===== src/sv/tle_pkg.sv =====
// Package for the telnet line editor: cell command type, sequence selectors,
// parse modes and the constant echo sequences.
// No dependencies.
`default_nettype none
package tle_pkg;

    localparam int POS_W = 6;

    localparam logic [7:0] CH_IAC  = 8'd255;
    localparam logic [7:0] CH_WILL = 8'd251;
    localparam logic [7:0] CH_DO   = 8'd253;
    localparam logic [7:0] CH_DONT = 8'd254;
    localparam logic [7:0] CH_EC   = 8'd247;
    localparam logic [7:0] CH_EL   = 8'd248;
    localparam logic [7:0] CH_ESC  = 8'd27;
    localparam logic [7:0] CH_DEL  = 8'd127;
    localparam logic [7:0] CH_BS   = 8'd8;
    localparam logic [7:0] CH_CR   = 8'd13;
    localparam logic [7:0] CH_LF   = 8'd10;
    localparam logic [7:0] CH_SP   = 8'd32;
    localparam logic [7:0] CH_LBR  = 8'd91;
    localparam logic [7:0] CH_UP   = 8'd65;
    localparam logic [7:0] CH_DOWN = 8'd66;
    localparam logic [7:0] CH_RGT  = 8'd67;
    localparam logic [7:0] CH_LFT  = 8'd68;
    localparam logic [7:0] CH_K    = 8'd75;
    localparam logic [7:0] OPT_ECHO = 8'd1;
    localparam logic [7:0] OPT_SGA  = 8'd3;

    localparam logic [1:0] OP_ANNOUNCE = 2'd0;
    localparam logic [1:0] OP_NEWLINE  = 2'd1;
    localparam logic [1:0] OP_BYTE     = 2'd2;
    localparam logic [1:0] OP_RESERVED = 2'd3;

    localparam logic CFG_PROMPT_TEXT = 1'b0;
    localparam logic CFG_PROMPT_LEN  = 1'b1;

    typedef enum logic [1:0] {
        CMD_HOLD   = 2'd0,
        CMD_ROTATE = 2'd1,
        CMD_INSERT = 2'd2,
        CMD_DELETE = 2'd3
    } cmd_kind_t;

    typedef struct packed {
        cmd_kind_t        kind;
        logic [POS_W-1:0] pos;
        logic [POS_W-1:0] lim;
        logic [7:0]       data;
    } cell_cmd_t;

    typedef enum logic [1:0] {
        SEQ_ANNOUNCE = 2'd0,
        SEQ_BACK     = 2'd1,
        SEQ_CLEAR    = 2'd2,
        SEQ_CRLF     = 2'd3
    } seq_t;

    typedef enum logic [4:0] {
        PM_NORMAL  = 5'b00001,
        PM_ESC     = 5'b00010,
        PM_BRACKET = 5'b00100,
        PM_IAC     = 5'b01000,
        PM_NEG     = 5'b10000
    } parse_mode_t;

    function automatic logic [3:0] seq_len(seq_t sel);
        logic [3:0] n;
        case (sel)
            SEQ_ANNOUNCE: n = 4'd9;
            SEQ_BACK:     n = 4'd7;
            SEQ_CLEAR:    n = 4'd4;
            SEQ_CRLF:     n = 4'd2;
            default:      n = 4'd2;
        endcase
        return n;
    endfunction

    function automatic logic [7:0] seq_byte(seq_t sel, logic [3:0] idx);
        logic [7:0] b;
        b = 8'd0;
        case (sel)
            SEQ_ANNOUNCE:
                case (idx)
                    4'd0, 4'd3, 4'd6: b = CH_IAC;
                    4'd1, 4'd4:       b = CH_WILL;
                    4'd2:             b = OPT_ECHO;
                    4'd7:             b = CH_DO;
                    default:          b = OPT_SGA;
                endcase
            SEQ_BACK:
                case (idx)
                    4'd0, 4'd4: b = CH_ESC;
                    4'd1, 4'd5: b = CH_LBR;
                    4'd3:       b = CH_SP;
                    default:    b = CH_LFT;
                endcase
            SEQ_CLEAR:
                case (idx)
                    4'd0:    b = CH_CR;
                    4'd1:    b = CH_ESC;
                    4'd2:    b = CH_LBR;
                    default: b = CH_K;
                endcase
            default:
                b = (idx == 4'd0) ? CH_CR : CH_LF;
        endcase
        return b;
    endfunction

endpackage
`default_nettype wire


===== src/sv/telnet_line_editor.sv =====
// Top level of the telnet line editor: parser, output sequencer and the
// rotating chain of byte cells that holds the line. Depends on tle_pkg, tle_cell.
//
// channel   direction  handshake              payload
// input     in         in_valid / in_ready    opcode, rx_byte
// result    out        out_valid / out_ready  out_byte, destination, line_end, last
// config    in         cfg_we                 cfg_index, cfg_data
//
// One request at a time: a new request is taken only in idle, once the bytes
// of the last one are issued and the ring is back home. A request that reads
// the store also turns the cell ring once, one cell per cycle unless an
// output stall holds it. Output stalls hold the sequencer. Reset clears
// cursor, end and parse state.
`default_nettype none
module telnet_line_editor #(
    parameter int LINE_DEPTH = 32
) (
    input  wire         clk,
    input  wire         rst_n,
    input  wire         in_valid,
    output logic        in_ready,
    input  wire [1:0]   opcode,
    input  wire [7:0]   rx_byte,
    output logic        out_valid,
    input  wire         out_ready,
    output logic [7:0]  out_byte,
    output logic        destination,
    output logic        line_end,
    output logic        last,
    input  wire         cfg_we,
    input  wire         cfg_index,
    input  wire [63:0]  cfg_data
);
    import tle_pkg::*;

    localparam logic [POS_W-1:0] DEPTH = POS_W'(LINE_DEPTH);

    typedef enum logic [6:0] {
        S_IDLE    = 7'b0000001,
        S_CONST   = 7'b0000010,
        S_STORE   = 7'b0000100,
        S_TERM    = 7'b0001000,
        S_PROMPT  = 7'b0010000,
        S_SINGLE  = 7'b0100000,
        S_RESTORE = 7'b1000000
    } eng_state_t;

    typedef struct packed {
        logic c;
        logic s;
        logic t;
        logic p;
        logic g;
    } seg_flags_t;

    function automatic eng_state_t pick(seg_flags_t f);
        eng_state_t s;
        if (f.c)      s = S_CONST;
        else if (f.s) s = S_STORE;
        else if (f.t) s = S_TERM;
        else if (f.p) s = S_PROMPT;
        else if (f.g) s = S_SINGLE;
        else          s = S_RESTORE;
        return s;
    endfunction

    logic [63:0]      prompt_reg;
    logic [3:0]       plen_reg;
    eng_state_t       state_reg, state_next;
    parse_mode_t      mode_reg, mode_next;
    logic [POS_W-1:0] cursor_reg, cursor_next;
    logic [POS_W-1:0] end_reg, end_next;
    logic [POS_W-1:0] rot_reg, rot_next;
    seg_flags_t       flags_reg, flags_next, flags_done;
    seq_t             sel_reg, sel_next;
    logic [3:0]       cnt_reg, cnt_next;
    logic [POS_W-1:0] lo_reg, lo_next, hi_reg, hi_next;
    logic             dest_reg, dest_next;
    logic [7:0]       g_reg, g_next;
    logic             ov_reg, ov_next;
    logic [7:0]       ob_reg, ob_next;
    logic             od_reg, od_next, ole_reg, ole_next, ol_reg, ol_next;

    cell_cmd_t        cmd;
    logic [7:0]       cell_data [LINE_DEPTH];
    logic [3:0]       plen_eff;
    logic             slot;
    logic             accept;

    assign plen_eff = (plen_reg > 4'd8) ? 4'd8 : plen_reg;
    assign slot     = !ov_reg || out_ready;
    assign in_ready = (state_reg == S_IDLE);
    assign accept   = in_valid && in_ready;

    genvar gi;
    generate
        for (gi = 0; gi < LINE_DEPTH; gi++)
        begin : g_cell
            tle_cell #(.INDEX(gi)) u_cell (
                .clk        (clk),
                .cmd        (cmd),
                .left_data  ((gi == 0) ? 8'd0 : cell_data[(gi + LINE_DEPTH - 1) % LINE_DEPTH]),
                .right_data (cell_data[(gi + 1) % LINE_DEPTH]),
                .data       (cell_data[gi])
            );
        end
    endgenerate

    always_comb
    begin
        state_next  = state_reg;
        mode_next   = mode_reg;
        cursor_next = cursor_reg;
        end_next    = end_reg;
        rot_next    = rot_reg;
        flags_next  = flags_reg;
        flags_done  = flags_reg;
        sel_next    = sel_reg;
        cnt_next    = cnt_reg;
        lo_next     = lo_reg;
        hi_next     = hi_reg;
        dest_next   = dest_reg;
        g_next      = g_reg;
        ov_next     = ov_reg && !out_ready;
        ob_next     = ob_reg;
        od_next     = od_reg;
        ole_next    = ole_reg;
        ol_next     = ol_reg;
        cmd         = '{kind: CMD_HOLD, pos: '0, lim: '0, data: 8'd0};

        case (state_reg)
            S_IDLE:
            begin
                if (accept)
                begin
                    flags_next = '0;
                    cnt_next   = 4'd0;
                    case (opcode)
                        OP_ANNOUNCE:
                        begin
                            flags_next.c = 1'b1;
                            sel_next     = SEQ_ANNOUNCE;
                        end
                        OP_NEWLINE:
                        begin
                            end_next     = cursor_reg;
                            cursor_next  = '0;
                            mode_next    = PM_NORMAL;
                            flags_next.p = (plen_eff != 4'd0);
                        end
                        OP_BYTE:
                        begin
                            mode_next = PM_NORMAL;
                            case (mode_reg)
                                PM_ESC:
                                    if (rx_byte == CH_LBR)
                                        mode_next = PM_BRACKET;
                                PM_BRACKET:
                                begin
                                    if (rx_byte == CH_UP)
                                    begin
                                        cursor_next  = '0;
                                        flags_next.c = 1'b1;
                                        sel_next     = SEQ_CLEAR;
                                        flags_next.p = (plen_eff != 4'd0);
                                    end
                                    else if (rx_byte == CH_DOWN || rx_byte == CH_RGT)
                                    begin
                                        if (cursor_reg < end_reg)
                                        begin
                                            flags_next.s = 1'b1;
                                            lo_next      = cursor_reg;
                                            dest_next    = 1'b0;
                                            hi_next      = (rx_byte == CH_DOWN) ?
                                                           end_reg : cursor_reg + 1'b1;
                                            cursor_next  = hi_next;
                                        end
                                    end
                                    else if (rx_byte == CH_LFT)
                                    begin
                                        if (cursor_reg != '0)
                                        begin
                                            cursor_next  = cursor_reg - 1'b1;
                                            flags_next.c = 1'b1;
                                            sel_next     = SEQ_BACK;
                                        end
                                    end
                                end
                                PM_IAC:
                                begin
                                    if (rx_byte == CH_EC)
                                    begin
                                        if (cursor_reg != '0)
                                        begin
                                            cursor_next  = cursor_reg - 1'b1;
                                            flags_next.c = 1'b1;
                                            sel_next     = SEQ_BACK;
                                        end
                                    end
                                    else if (rx_byte == CH_EL)
                                    begin
                                        cursor_next  = '0;
                                        flags_next.c = 1'b1;
                                        sel_next     = SEQ_CLEAR;
                                        flags_next.p = (plen_eff != 4'd0);
                                    end
                                    else if (rx_byte >= CH_WILL && rx_byte <= CH_DONT)
                                        mode_next = PM_NEG;
                                end
                                PM_NEG:
                                    mode_next = PM_NORMAL;
                                default:
                                begin
                                    if (rx_byte == CH_CR)
                                    begin
                                        flags_next.c = 1'b1;
                                        sel_next     = SEQ_CRLF;
                                        flags_next.s = (cursor_reg != '0);
                                        lo_next      = '0;
                                        hi_next      = cursor_reg;
                                        dest_next    = 1'b1;
                                        flags_next.t = 1'b1;
                                    end
                                    else if (rx_byte == CH_BS || rx_byte == CH_DEL)
                                    begin
                                        if (cursor_reg != '0 && end_reg != '0)
                                        begin
                                            cursor_next  = cursor_reg - 1'b1;
                                            end_next     = end_reg - 1'b1;
                                            cmd.kind     = CMD_DELETE;
                                            cmd.pos      = cursor_next;
                                            cmd.lim      = end_next;
                                            flags_next.c = 1'b1;
                                            sel_next     = SEQ_BACK;
                                        end
                                    end
                                    else if (rx_byte == CH_ESC)
                                        mode_next = PM_ESC;
                                    else if (rx_byte == CH_IAC)
                                        mode_next = PM_IAC;
                                    else if (rx_byte >= CH_SP)
                                    begin
                                        if (end_reg < DEPTH)
                                        begin
                                            cmd.kind     = CMD_INSERT;
                                            cmd.pos      = cursor_reg;
                                            cmd.lim      = end_reg;
                                            cmd.data     = rx_byte;
                                            cursor_next  = cursor_reg + 1'b1;
                                            end_next     = end_reg + 1'b1;
                                            flags_next.g = 1'b1;
                                            g_next       = rx_byte;
                                        end
                                    end
                                end
                            endcase
                        end
                        default: ;
                    endcase
                    state_next = pick(flags_next);
                end
            end
            S_CONST:
            begin
                if (slot)
                begin
                    flags_done.c = 1'b0;
                    ov_next  = 1'b1;
                    ob_next  = seq_byte(sel_reg, cnt_reg);
                    od_next  = 1'b0;
                    ole_next = 1'b0;
                    ol_next  = 1'b0;
                    if (cnt_reg == seq_len(sel_reg) - 4'd1)
                    begin
                        cnt_next   = 4'd0;
                        flags_next = flags_done;
                        state_next = pick(flags_done);
                        ol_next    = (pick(flags_done) == S_RESTORE);
                    end
                    else
                        cnt_next = cnt_reg + 4'd1;
                end
            end
            S_STORE:
            begin
                if (rot_reg < lo_reg)
                begin
                    cmd.kind = CMD_ROTATE;
                    rot_next = rot_reg + 1'b1;
                end
                else if (slot)
                begin
                    cmd.kind     = CMD_ROTATE;
                    rot_next     = rot_reg + 1'b1;
                    flags_done.s = 1'b0;
                    ov_next  = 1'b1;
                    ob_next  = cell_data[0];
                    od_next  = dest_reg;
                    ole_next = 1'b0;
                    ol_next  = 1'b0;
                    if (rot_reg == hi_reg - 1'b1)
                    begin
                        flags_next = flags_done;
                        state_next = pick(flags_done);
                        ol_next    = (pick(flags_done) == S_RESTORE);
                    end
                end
            end
            S_TERM:
            begin
                if (slot)
                begin
                    flags_done.t = 1'b0;
                    flags_next   = flags_done;
                    state_next   = pick(flags_done);
                    ov_next  = 1'b1;
                    ob_next  = 8'd0;
                    od_next  = 1'b1;
                    ole_next = 1'b1;
                    ol_next  = (pick(flags_done) == S_RESTORE);
                end
            end
            S_PROMPT:
            begin
                if (slot)
                begin
                    flags_done.p = 1'b0;
                    ov_next  = 1'b1;
                    ob_next  = prompt_reg[cnt_reg[2:0]*8 +: 8];
                    od_next  = 1'b0;
                    ole_next = 1'b0;
                    ol_next  = 1'b0;
                    if (cnt_reg == plen_eff - 4'd1)
                    begin
                        cnt_next   = 4'd0;
                        flags_next = flags_done;
                        state_next = pick(flags_done);
                        ol_next    = (pick(flags_done) == S_RESTORE);
                    end
                    else
                        cnt_next = cnt_reg + 4'd1;
                end
            end
            S_SINGLE:
            begin
                if (slot)
                begin
                    flags_done.g = 1'b0;
                    flags_next   = flags_done;
                    state_next   = pick(flags_done);
                    ov_next  = 1'b1;
                    ob_next  = g_reg;
                    od_next  = 1'b0;
                    ole_next = 1'b0;
                    ol_next  = (pick(flags_done) == S_RESTORE);
                end
            end
            S_RESTORE:
            begin
                // A full turn of the ring leaves every cell where it started.
                if (rot_reg == '0 || rot_reg == DEPTH)
                begin
                    rot_next   = '0;
                    state_next = S_IDLE;
                end
                else
                begin
                    cmd.kind = CMD_ROTATE;
                    rot_next = rot_reg + 1'b1;
                end
            end
            default: state_next = S_IDLE;
        endcase
    end

    always_ff @(posedge clk or negedge rst_n)
    begin
        if (!rst_n)
        begin
            state_reg  <= S_IDLE;
            mode_reg   <= PM_NORMAL;
            cursor_reg <= '0;
            end_reg    <= '0;
            rot_reg    <= '0;
            flags_reg  <= '0;
            cnt_reg    <= 4'd0;
            ov_reg     <= 1'b0;
            prompt_reg <= 64'd0;
            plen_reg   <= 4'd0;
        end
        else
        begin
            state_reg  <= state_next;
            mode_reg   <= mode_next;
            cursor_reg <= cursor_next;
            end_reg    <= end_next;
            rot_reg    <= rot_next;
            flags_reg  <= flags_next;
            cnt_reg    <= cnt_next;
            ov_reg     <= ov_next;
            if (cfg_we)
            begin
                if (cfg_index == CFG_PROMPT_TEXT)
                    prompt_reg <= cfg_data;
                else if (cfg_index == CFG_PROMPT_LEN)
                    plen_reg <= cfg_data[3:0];
            end
        end
    end

    always_ff @(posedge clk)
    begin
        sel_reg  <= sel_next;
        lo_reg   <= lo_next;
        hi_reg   <= hi_next;
        dest_reg <= dest_next;
        g_reg    <= g_next;
        ob_reg   <= ob_next;
        od_reg   <= od_next;
        ole_reg  <= ole_next;
        ol_reg   <= ol_next;
    end

    assign out_valid   = ov_reg;
    assign out_byte    = ob_reg;
    assign destination = od_reg;
    assign line_end    = ole_reg;
    assign last        = ol_reg;

    a_ring_home: assert property (@(posedge clk) disable iff (!rst_n)
        in_ready |-> rot_reg == '0)
        else $error("cell ring not at home position while idle");

    a_cursor_end: assert property (@(posedge clk) disable iff (!rst_n)
        cursor_reg <= end_reg && end_reg <= DEPTH)
        else $error("cursor or end position out of range");

    a_idle_flags: assert property (@(posedge clk) disable iff (!rst_n)
        (state_reg == S_IDLE || state_reg == S_RESTORE) |-> flags_reg == '0)
        else $error("pending output segments outside the sequencer");

    a_term_last: assert property (@(posedge clk) disable iff (!rst_n)
        (ov_reg && ole_reg) |-> ol_reg && od_reg)
        else $error("line terminator not the final consumer result");

endmodule
`default_nettype wire


===== src/sv/tle_cell.sv =====
// One byte cell of the line store chain. It holds, loads, or takes the byte
// of its left or right neighbor as the shared command says.
// Depends on tle_pkg.
`default_nettype none
module tle_cell #(
    parameter int INDEX = 0
) (
    input  wire                 clk,
    input  tle_pkg::cell_cmd_t  cmd,
    input  wire [7:0]           left_data,
    input  wire [7:0]           right_data,
    output logic [7:0]          data
);
    import tle_pkg::*;

    localparam logic [POS_W-1:0] IDX = POS_W'(INDEX);

    logic [7:0] data_reg;
    logic [7:0] data_next;

    always_comb
    begin
        data_next = data_reg;
        case (cmd.kind)
            CMD_ROTATE: data_next = right_data;
            CMD_INSERT:
            begin
                if (IDX == cmd.pos)
                    data_next = cmd.data;
                else if (IDX > cmd.pos && IDX <= cmd.lim)
                    data_next = left_data;
            end
            CMD_DELETE:
            begin
                if (IDX >= cmd.pos && IDX < cmd.lim)
                    data_next = right_data;
            end
            default: data_next = data_reg;
        endcase
    end

    always_ff @(posedge clk)
    begin
        data_reg <= data_next;
    end

    assign data = data_reg;

endmodule
`default_nettype wire


===== config.mk =====
export PLATFORM = sky130hd
export DESIGN_NAME = telnet_line_editor
export DESIGN_NICKNAME = d
export VERILOG_FILES = /design/src/sv/tle_pkg.sv /design/src/sv/telnet_line_editor.sv /design/src/sv/tle_cell.sv
export SDC_FILE = /design/constraint.sdc
export NUM_CORES = 1
export LEC_CHECK = 0
export BUFFER_PORTS_ARGS = -buffer_cell sky130_fd_sc_hd__buf_2
export CAP_MARGIN = 20
export CORE_ASPECT_RATIO = 1.75
export CORE_UTILIZATION = 45
export CTS_BUF_LIST = sky130_fd_sc_hd__clkbuf_8
export CTS_CLUSTER_DIAMETER = 80
export DETAILED_ROUTE_END_ITERATION = 6
export PLACE_DENSITY_LB_ADDON = 0.08
export SLEW_MARGIN = 20
export SYNTH_ARGS = -nofsm -noshare
export SYNTH_HDL_FRONTEND = slang
export SYNTH_HIERARCHICAL = 1
export SYNTH_SLANG_ARGS = --single-unit

===== constraint.sdc =====
create_clock -name clk -period 9.51 [get_ports clk]
set_input_delay 1.4265 -clock clk [delete_from_list [all_inputs] [get_ports clk]]
set_output_delay 1.4265 -clock clk [all_outputs]
set_load 0.005 [all_outputs]

==> results.txt <==
By area the synthesized netlist is led by edfxtp_1 34%, dfrtp_1 10%, a31oi_1 4.8%. Once detail routing completed, the nets flagged for antenna violations numbered 0. The overall die height is 320 µm. The first routing iteration left between 1500 and 2000 violations. The total via count in the routed design is approximately 22000. The number of DRC violations after detailed routing came out at 5. The share of cells above drive strength 1 is 0.162. The clock period could shrink to around 5.8 ns. The number of gates resized after cts came out at 0. The number of cells on the worst hold path is 1. The proportion of synthesized chip area in sequential cells came out at 0.440. The critical path goes through buf_2 > or4b_4 > o32a_1 > nor2_1 > a21o_1 > nor2_4 > buf_4 > and4bb_2 > nand3b_1 > or2_1 > a21oi_1. The number of register bits inferred by synthesis came out at 398. The maximum fanout encountered on the critical timing path came out at 48. Synthesis handed over a netlist of between 2000 and 3000 instances. The worst clock skew came out at 0.0310 ns. The worst-case IR drop observed on VDD is around 0.13 mV. On the critical path, the stage with the largest delay is an instance of nor2_1. The final max-slew violation count came to 0. The headroom to the max-slew limit is 0.272. The class of the most critical setup path is in2reg.

The count of hold buffers inserted by post-cts repair is 0. The maximum cell stage delay along the critical path came out at around 0.66 ns. The I/O pin count is 93. For this run, the leading register cell type out of synthesis is edfxtp_1.

The reg-to-reg endpoint is g_cell[14].u_cell/data[3]. The total half-perimeter wirelength after legalization and detailed placement came out at 57.1 mm. The number of flip-flops in the largest register came out at between 200 and 300. For this run, the top clock speed supported by timing is 0.172 GHz.

The initial utilization of the core area, before any placement, comes to 0.455. The data required time of the critical path is about 10 ns. The number of detailed-routing iterations run before antenna repair came out at 7. The aggregate negative setup slack is 0 ns. STA classifies the critical path startpoint as an input pin. CTS placed an instance of clkbuf_8 at the clock tree root.

The count of buffers from port buffering came out at 92. The number of sinks on the clock net came out at roughly 400. The number of cell instances on the worst register-to-register path came out at 10.

In this run the critical register-to-register path is launched from state_reg[3]. Entering global routing, the biggest net connects 65 pins. The total power per unit cell area came out at roughly 190 nW/µm². Setup repair after global routing left no endpoint under its margin. The first global-routing pass estimated around 130 mm of wire.

The critical path ends at g_cell[21].u_cell/data[3]. The most repeated cell in the gate-level netlist after synthesis is nor2_1. Across every metal layer, demand over resource in global routing totals 0.279. After synthesis, the largest family of logic cells by area is compound AO/OA/AOI/OAI gates. The deepest clock path buffer count came out at 3.

The number of warnings issued by yosys came out at 6. The mux cell area share after synthesis came out at 0.0715. The number of enable-type register cells in the synthesized netlist is 290. In the final routed layout, each cell accounts on average for between 20 and 25 µm.

The TritonCTS buffer count is 66. Once layout is complete, the utilization of the core stands at 0.494. The complex-gate fraction of the synthesized area came out at 0.209.

The layout has 5396 filler cells. The synthesis-to-finish area growth is 8.62%. The setup check on the worst reg-to-reg path leaves a slack of 3.93 ns.

After clock tree synthesis, the clock-pin slew on the worst setup and hold paths is ~0.060 ns. STA classifies the critical path endpoint as a flip-flop. The cell area after technology mapping is between 20000 and 30000 µm².

The synthesized netlist contains roughly 140 unique library cells. Of the total synthesized cell area, the portion taken by full adders, half adders and majority gates is 0.0159. The number of endpoints failing setup at the final stage came out at 0. The total grt overflow came out at 0. The share of synthesized cell area in and, or, nand and nor gates is 0.205.

The worst path arrival time is approximately 6.1 ns. After clock tree synthesis, the setup repair step added 0 buffers. The chip width came out at 184 µm. The area of the core came out at around 57000 µm².

The pin slew with the least headroom to its limit is 1.09 ns. The synthesized design spends more area on one cell type than any other, namely edfxtp_1. The run finished, with violations left. The number of cell rows came out at ~120. The H-tree was split into 3 levels. The wire length after detailed routing is 82.1 mm.

The final reports fail on DRC. The static leakage is approximately 10 nW. The instance count after placement with tap cells included came out at around 3400. The area share of the leading cell type in the synthesized netlist came out at 0.336. Across the run, the number of max-cap violations was 0. Sorting the synthesized cells by how often they occur yields 307 x nor2_1, 290 x edfxtp_1, 235 x o21ai_0. The average via count per standard cell came out at approximately 6.3. The number of hold violations in the final report came out at 0. For the worst-skew pair, the clock arrives at the later sink with an insertion delay of around 0.70 ns. TritonCTS built the clock tree. The initial antenna violation count came out at 1. The die covers ~60000 µm². The post-synthesis xor/xnor area fraction is 0.00911. The last weighted congestion value of the routability-driven placer came out at roughly 0.93. The path class of the tightest hold or removal check is reg2reg.

The post-layout instance count excluding filler cells came out at about 3600. The async set-or-reset flop fraction in the synthesized netlist came out at 0.271. The final hold slack is around 0.5 ns.

The number of global-route vias before repair is between 20000 and 25000. The mean cell area of the mapped netlist came out at ~9.6 µm². In the finished design, the share of the clock period the worst path needs comes to 0.611. The final net count came out at approximately 2900. The launching element of the worst setup path is rx_byte[1].
## stage by stage
stage / power [mW] / worst slack, ns / area (µm²)
3_3_place_gp: 3.77 / 3.21 / 26900
5_1_grt: 5.58 / 3.42 / 28200
6_report: 5.32 / 3.70 / 28200
4_1_cts: 5.35 / 3.77 / 28200
3_5_place_dp: 3.80 / 3.05 / 26900
2_1_floorplan: 3.33 / 1.16 / 26000
## critical path: cells and delay by family
kind            cells  cell delay [ns]
compound gates      3             1.46
buf+inv             2             0.50
simple gates        6             2.66
## metal layers
metal	GRT usage	vias up	share of wire
li1	-	10406	-
met1	0.299	10788	0.36
met2	0.502	845	0.52
met3	0.0441	299	0.055
met4	0.182	0	0.066
met5	0	-	0
## worst min path at each step
stage	to	slack, ns	startpoint
3_3_place_gp	prompt_reg[51]	0.48	prompt_reg[51]
5_1_grt	prompt_reg[39]	0.52	prompt_reg[39]
6_report	prompt_reg[40]	0.51	prompt_reg[40]
3_5_place_dp	prompt_reg[50]	0.49	prompt_reg[50]
4_1_cts	prompt_reg[50]	0.51	prompt_reg[50]
2_1_floorplan	prompt_reg[16]	0.48	prompt_reg[16]
## layout by cell type (no fill, tap or decap), drive strengths merged, types with 10 or more instances in the layout
master  netlist  final
nand2       172    172
mux4         16     16
nor4         24     24
nor2        310    310
nor2b        41     41
nor4b        12     12
mux2         74     74
o31a         20     20
o211ai       18     18
o21ai       323    323
nand4        36     36
nand3       188    188
nor3         37     37
buf          95    137
or3          17     17
and2         18     18
or4b         14     14
nand3b       10     10
xnor2        19     19
ha           33     33
mux2i        66     66
a31oi       198    198
o22ai        12     12
dfrtp       106    106
edfxtp      290    290
clkinv        1     21
inv          71     89
clkbuf       79     73
o21a         14     14
a21oi        95     95
or4          13     13
a21o         19     19
nand4b       11     11
or2          19     19
and3         11     11
nand2b       33     33
o31ai        19     19
## report_power, final
group / internal, mW / leakage [nW] / switching [mW]
Sequential: 2.15 / 3.94 / 0.214
Clock: 0.770 / 0.712 / 0.764
Combinational: 0.528 / 5.64 / 0.898
## cell families after synthesis
group                      count (synthesis)
xor gates and xnor gates                  27
adders and majority gates                 33
DFF                                      398
other                                      1
AOI/OAI and AO/OA                        846
and+or+nand+nor                         1001
buffers and inverters                    246
muxes                                    156
## area by class of cell
class	count	area [µm²]	area share
flip-flops and latches	398	11400	0.405
well taps	767	960	0.0340
clock buffers	73	1000	0.0356
inverters	72	270	0.00959
multi-input cells	2071	13500	0.477
clock inverters	44	280	0.00994
diodes	1	2.50	0.0000888
repair buffers	137	798	0.0283
(Power assumes the default switching activity.)
